`src/rtl/fgc_pkg.sv`:
```
`timescale 1ns / 1ps

package fgc_pkg;

	// Storage sizes.
	localparam int MAX_TAPS    = 1024;
	localparam int MODEL_COUNT = 4;
	localparam int COEF_DEPTH  = MODEL_COUNT * MAX_TAPS;

	// Derived widths.
	localparam int TAP_W   = $clog2(MAX_TAPS);
	localparam int CNT_W   = $clog2(MAX_TAPS + 1);
	localparam int COEF_AW = $clog2(COEF_DEPTH);

	// Fixed field widths.
	localparam int SAMPLE_W  = 16;
	localparam int MODEL_W   = 2;
	localparam int INDEX_W   = 10;
	localparam int TAPCNT_W  = 11;
	localparam int CFG_IDX_W = 2;
	localparam int PROD_W    = 2 * SAMPLE_W;
	localparam int ACC_W     = PROD_W + TAP_W + 1;

	// Reset values of the configuration registers.
	localparam logic signed [SAMPLE_W-1:0] GAIN_RESET    = 16'sd4096;
	localparam logic [TAPCNT_W-1:0]        TAPCNT_RESET  = 11'd1024;

	// Operation codes of an input item.
	localparam logic OP_SAMPLE = 1'b0;
	localparam logic OP_COEF   = 1'b1;

	// Configuration register indexes.
	typedef enum logic [CFG_IDX_W-1:0] {
		REG_ACTIVE_MODEL = 2'd0,
		REG_GAIN         = 2'd1,
		REG_TAP_COUNT    = 2'd2
	} fgc_cfg_reg_t;

	// Sequencer states.
	typedef enum logic [2:0] {
		ST_IDLE,
		ST_SCALE,
		ST_STORE,
		ST_ISSUE,
		ST_DRAIN,
		ST_FINISH
	} fgc_state_t;

	// Input item.
	typedef struct packed {
		logic                       op;
		logic signed [SAMPLE_W-1:0] sample_in;
		logic [MODEL_W-1:0]         coef_model;
		logic [INDEX_W-1:0]         coef_index;
		logic signed [SAMPLE_W-1:0] coef_value;
		logic                       block_end;
	} fgc_in_t;

	// Result item.
	typedef struct packed {
		logic signed [SAMPLE_W-1:0] sample_out;
		logic                       block_end_out;
	} fgc_out_t;

	// Control from the sequencer to the history ring.
	typedef struct packed {
		logic                       wr_en;
		logic signed [SAMPLE_W-1:0] wr_data;
		logic                       rd_en;
		logic [TAP_W-1:0]           rd_lag;
	} fgc_hist_req_t;

	// Round a Q4.12 by Q1.15 product back to Q1.15 and saturate.
	function automatic logic signed [SAMPLE_W-1:0] scale_sat(
		input logic signed [PROD_W-1:0] p
	);
		logic signed [PROD_W:0] t;
		t = {p[PROD_W-1], p} + (PROD_W + 1)'(2048);
		t = t >>> 12;
		if (t > $signed((PROD_W + 1)'(32767))) begin
			return 16'sh7FFF;
		end else if (t < -$signed((PROD_W + 1)'(32768))) begin
			return 16'sh8000;
		end
		return t[SAMPLE_W-1:0];
	endfunction

	// Round a Q13.30 sum to Q1.15 and saturate.
	function automatic logic signed [SAMPLE_W-1:0] out_sat(
		input logic signed [ACC_W-1:0] a
	);
		logic signed [ACC_W:0] t;
		t = {a[ACC_W-1], a} + (ACC_W + 1)'(16384);
		t = t >>> 15;
		if (t > $signed((ACC_W + 1)'(32767))) begin
			return 16'sh7FFF;
		end else if (t < -$signed((ACC_W + 1)'(32768))) begin
			return 16'sh8000;
		end
		return t[SAMPLE_W-1:0];
	endfunction

endpackage

```
`src/rtl/fgc_mac.sv`:
```
`timescale 1ns / 1ps

module fgc_mac (
	input  logic                                clk,
	input  logic                                arst_n,
	input  logic                                clear,
	input  logic                                data_valid,
	input  logic signed [fgc_pkg::SAMPLE_W-1:0] hist,
	input  logic signed [fgc_pkg::SAMPLE_W-1:0] coef,
	output logic signed [fgc_pkg::ACC_W-1:0]    acc,
	output logic                                busy
);
	import fgc_pkg::*;

	logic signed [PROD_W-1:0] prod_s2;
	logic                     valid_s2;
	logic signed [ACC_W-1:0]  acc_q;

	// Product stage.
	always_ff @(posedge clk or negedge arst_n) begin
		if (!arst_n) begin
			valid_s2 <= 1'b0;
		end else begin
			valid_s2 <= data_valid;
		end
	end

	always_ff @(posedge clk) begin
		prod_s2 <= hist * coef;
	end

	// Accumulate stage.
	always_ff @(posedge clk) begin
		if (clear) begin
			acc_q <= '0;
		end else if (valid_s2) begin
			acc_q <= acc_q + ACC_W'(prod_s2);
		end
	end

	assign acc  = acc_q;
	assign busy = valid_s2;

endmodule

```
`config.mk`:
```
export PLATFORM = sky130hd
export DESIGN_NAME = fgc_mac
export DESIGN_NICKNAME = d
export VERILOG_FILES = /design/src/rtl/fgc_pkg.sv /design/src/rtl/fgc_mac.sv
export SDC_FILE = /design/constraint.sdc
export NUM_CORES = 1
export LEC_CHECK = 0
export ABC_AREA = 1
export BUFFER_PORTS_ARGS = -buffer_cell sky130_fd_sc_hd__buf_2
export CAP_MARGIN = 30
export CORE_ASPECT_RATIO = 0.6
export CORE_MARGIN = 2
export CORE_UTILIZATION = 35
export DETAILED_ROUTE_END_ITERATION = 6
export PLACE_DENSITY = 0.54
export SYNTH_ARGS = -nofsm -noshare
export SYNTH_HDL_FRONTEND = slang
export SYNTH_SLANG_ARGS = --single-unit
```
`constraint.sdc`:
```
create_clock -name clk -period 3.2 [get_ports clk]
set_clock_uncertainty 0.05 [all_clocks]
set_input_delay 0.48 -clock clk [delete_from_list [all_inputs] [get_ports clk]]
set_output_delay 0.48 -clock clk [all_outputs]
set_load 0.05 [all_outputs]
```
==> flow_summary_export.csv <==
group,metric,value,unit
status,status,"finished, violations left",
status,violations,"negative setup slack",
sta,setup_slack,-1.97,ns
critical_path,start_kind,"primary input",
sta,max-slew-margin-rel,34.7,%
floorplanning,die_h,169,um
cts,cts.sinks,76,
logic_synthesis,synthDistinctLibCells,38,
min_path,hp-class,"in2reg",
min_path,hold_start,"data_valid",
layout,syn_to_final_growth,32.4,%
logic_synthesis,synth_seq_cells,76,
sta,final-hold-violation-count,0,
cts,numCtsBuffers,9,
logic_synthesis,synth_top_area_cell,"fa_1",
route,dr_wl_met2,20.3,mm
place,gp_congestion,1.00,
global_routing,gr-total-overflow,0,
critical_path,path_class,"in2reg",
cts,cts_max_level,3,
floorplanning,start_util,35.4,%
place,port_buffers,79,
critical_path,cp-end-kind,"flop",
layout,diodes,0,
layout,drive_gt1_share,24.9,%
sta,maxSlewViolCount,0,
route,top_layer_used,"met5",
sta,worstMarginPinSlew,0.979,ns
floorplanning,dieArea,46900,sq um
floorplanning,core.rowCount,60,
place,dp_cells,3003,
global_routing,globalRouteTotalUtil,22.9,%
cts,tritoncts,"done",
layout,fin_nets,2913,
logic_synthesis,syn-num-nets,2658,
global_routing,grt_max_degree,68,
place,dpl.hpwl,43.1,mm
run,cap_viol_max_count,0,
place,dp_worst_setup_slack,-2.75,ns
layout,design_area,20900,sq um
layout,final_common_cell,"nand2_1",
layout,final_cell_mix,"517 x nand2_1, 511 x inv_1, 238 x fa_1",
critical_path,rr_startpoint,"acc[0]",
sta,whs,0.180,ns
critical_path,crit_start,"coef[2]",
logic_synthesis,ys_warn_count,0,
floorplanning,die-width,278,um
route,num_vias,14600,
layout,regArea,1530,sq um
logic_synthesis,ys_top_cells_by_area,"fa_1 33%, nand2_1 14%, inv_1 14%, ha_1 9.8%, dfxtp_1 9.5%",
logic_synthesis,yosysSeqAreaShare,9.66,%
layout,fillers,4471,
floorplanning,io_pins,80,
logic_synthesis,synthCells,2235,
logic_synthesis,postSynthAreaPerCell,7.07,sq um
global_routing,grt_pass1_wl,83.3,mm
route,drt_pre_antenna_iters,6,
sta,rsz0062_at_grt,"true",
route,viasPerCell,4.73,
sta,fin_crit_sh,162,%
route,wl_per_cell,16.5,um
sta,fmax,193,MHz
critical_path,critPathMaxFanout,5,
sta,period_minus_slack,5.17,ns
route,wl,51.0,mm
logic_synthesis,synth_top_area_share,33.3,%
layout,final_cell_count_no_fill,3084,
cts,clkLatencyLatePin,0.37,ns
cts,clk_pin_slew,0.07,ns
route,met3RoutedLength,4.09,mm
route,drtIter0Drc,1102,
critical_path,cp.arrival,5.40,ns
layout,multiInputGateArea,13300,sq um
sta,setup_viol,27,
logic_synthesis,syn-cell-area,15800,sq um
critical_path,required,3.43,ns
cts,clockBufferDepth,2,
cts,clockRootBuffer,"clkbuf_16",
place,dpl_cell_area,18600,sq um
floorplanning,core_area,44700,sq um
global_routing,antenna_found_initial,0,
route,drc_errors,0,
global_routing,grt_pass1_vias,15200,
route,antenna_left,0,
route,met1_length,26.2,mm
-- per-stage QoR --
step           TNS, ns  util [%]
2_1_floorplan   -43.73         -
3_3_place_gp    -57.50      41.5
3_5_place_dp    -58.71      41.5
4_1_cts         -41.86      45.9
5_1_grt         -46.82      46.9
6_report        -43.09      46.9
-- registers in the layout (all words and copies together), names as in the netlist --
register	cells
prod_s2	32
busy	1
acc	43
-- metal layers --
metal	GRT usage [%]	vias to the layer above
met1	36.2	7101
met3	4.60	25
li1	-	7060
met5	1.13	-
met4	2.26	2
met2	32.6	399
-- synthesized netlist by cell type --
cell         n
a211oi_1     2
a21boi_0     2
a21boi_2     2
a21o_1      10
a21oi_1     74
a21oi_2      2
a221oi_1     1
a31oi_1      3
and2_1       2
buf_1        2
buf_2        1
clkbuf_1    70
dfrtp_1      1
dfxtp_1     75
fa_1       263
ha_1       124
inv_1      573
nand2_1    579
nand2_2      6
nand3_1     69
nand3_2      2
nand4_1     18
nor2_1     207
nor2_2       2
nor3_1       7
nor3_2       1
nor4_1       1
o2111ai_1    1
o211ai_1     1
o21a_1       1
o21ai_0     54
o21ai_1      5
o21ai_2      3
o21bai_1    11
o21bai_2     2
or2_2        4
xnor2_1     18
xor2_1      36
-- final cells by class --
type | count | area share [%]
Clock buffer | 9 | 1.08
Timing Repair Buffer | 317 | 13.7
Multi-Input combinational cell | 1513 | 63.6
Sequential cell | 76 | 7.30
Tap cell | 589 | 3.52
Clock inverter | 7 | 0.502
Inverter | 573 | 10.3
-- worst max-delay path, stage by stage --
cell and delay (ns):
buf_12 0.12, nand2_4 0.07, inv_2 0.04, fa_2 0.66
buf_6 0.12, fa_1 0.43, fa_1 0.51, fa_1 0.50
fa_1 0.49, inv_1 0.05, fa_1 0.49, inv_2 0.05
ha_4 0.29, nand4_1 0.16, nor3_4 0.25, nand4_1 0.24
nand3_2 0.19, a21oi_2 0.08, xnor2_1 0.19
-- path summary, 6_finish.rpt --
| kind | to | slack (ns) | cells after the start |
|---|---|---|---|
| worst max-delay path | prod_s2[25] | -1.97 | 19 |
| worst min-delay path | busy | 0.18 | 1 |
| worst max register to register | acc[28] | 0.45 | 12 |
| worst min register to register | acc[0] | 0.44 | 2 |
| max in group asynchronous | busy | 2.64 | 2 |
| min in group asynchronous | busy | 0.37 | 2 |
-- kinds of logic (layout without fill, tap and decap cells) --
logic type | count (synthesis) | in the layout | synth area share, %
buf+inv | 646 | 906 | 15.4
compound gates | 174 | 174 | 6.29
simple gates | 898 | 898 | 22.6
flops | 76 | 76 | 9.66
fa+ha+maj | 387 | 387 | 43.1
xor+xnor | 54 | 54 | 2.99
-- timing repair --
item,CTS,global route
endpoints found under the setup margin,27,27
pin swaps,137,83
buffers inserted,51,15
resized for setup,312,85
hold buffers,1,0
hold endpoints to repair,1,0
cloned,2,2
Power is left out: the tool's default activity adds up to more than one toggle a clock period on the data nets, which glitch-free logic cannot reach.
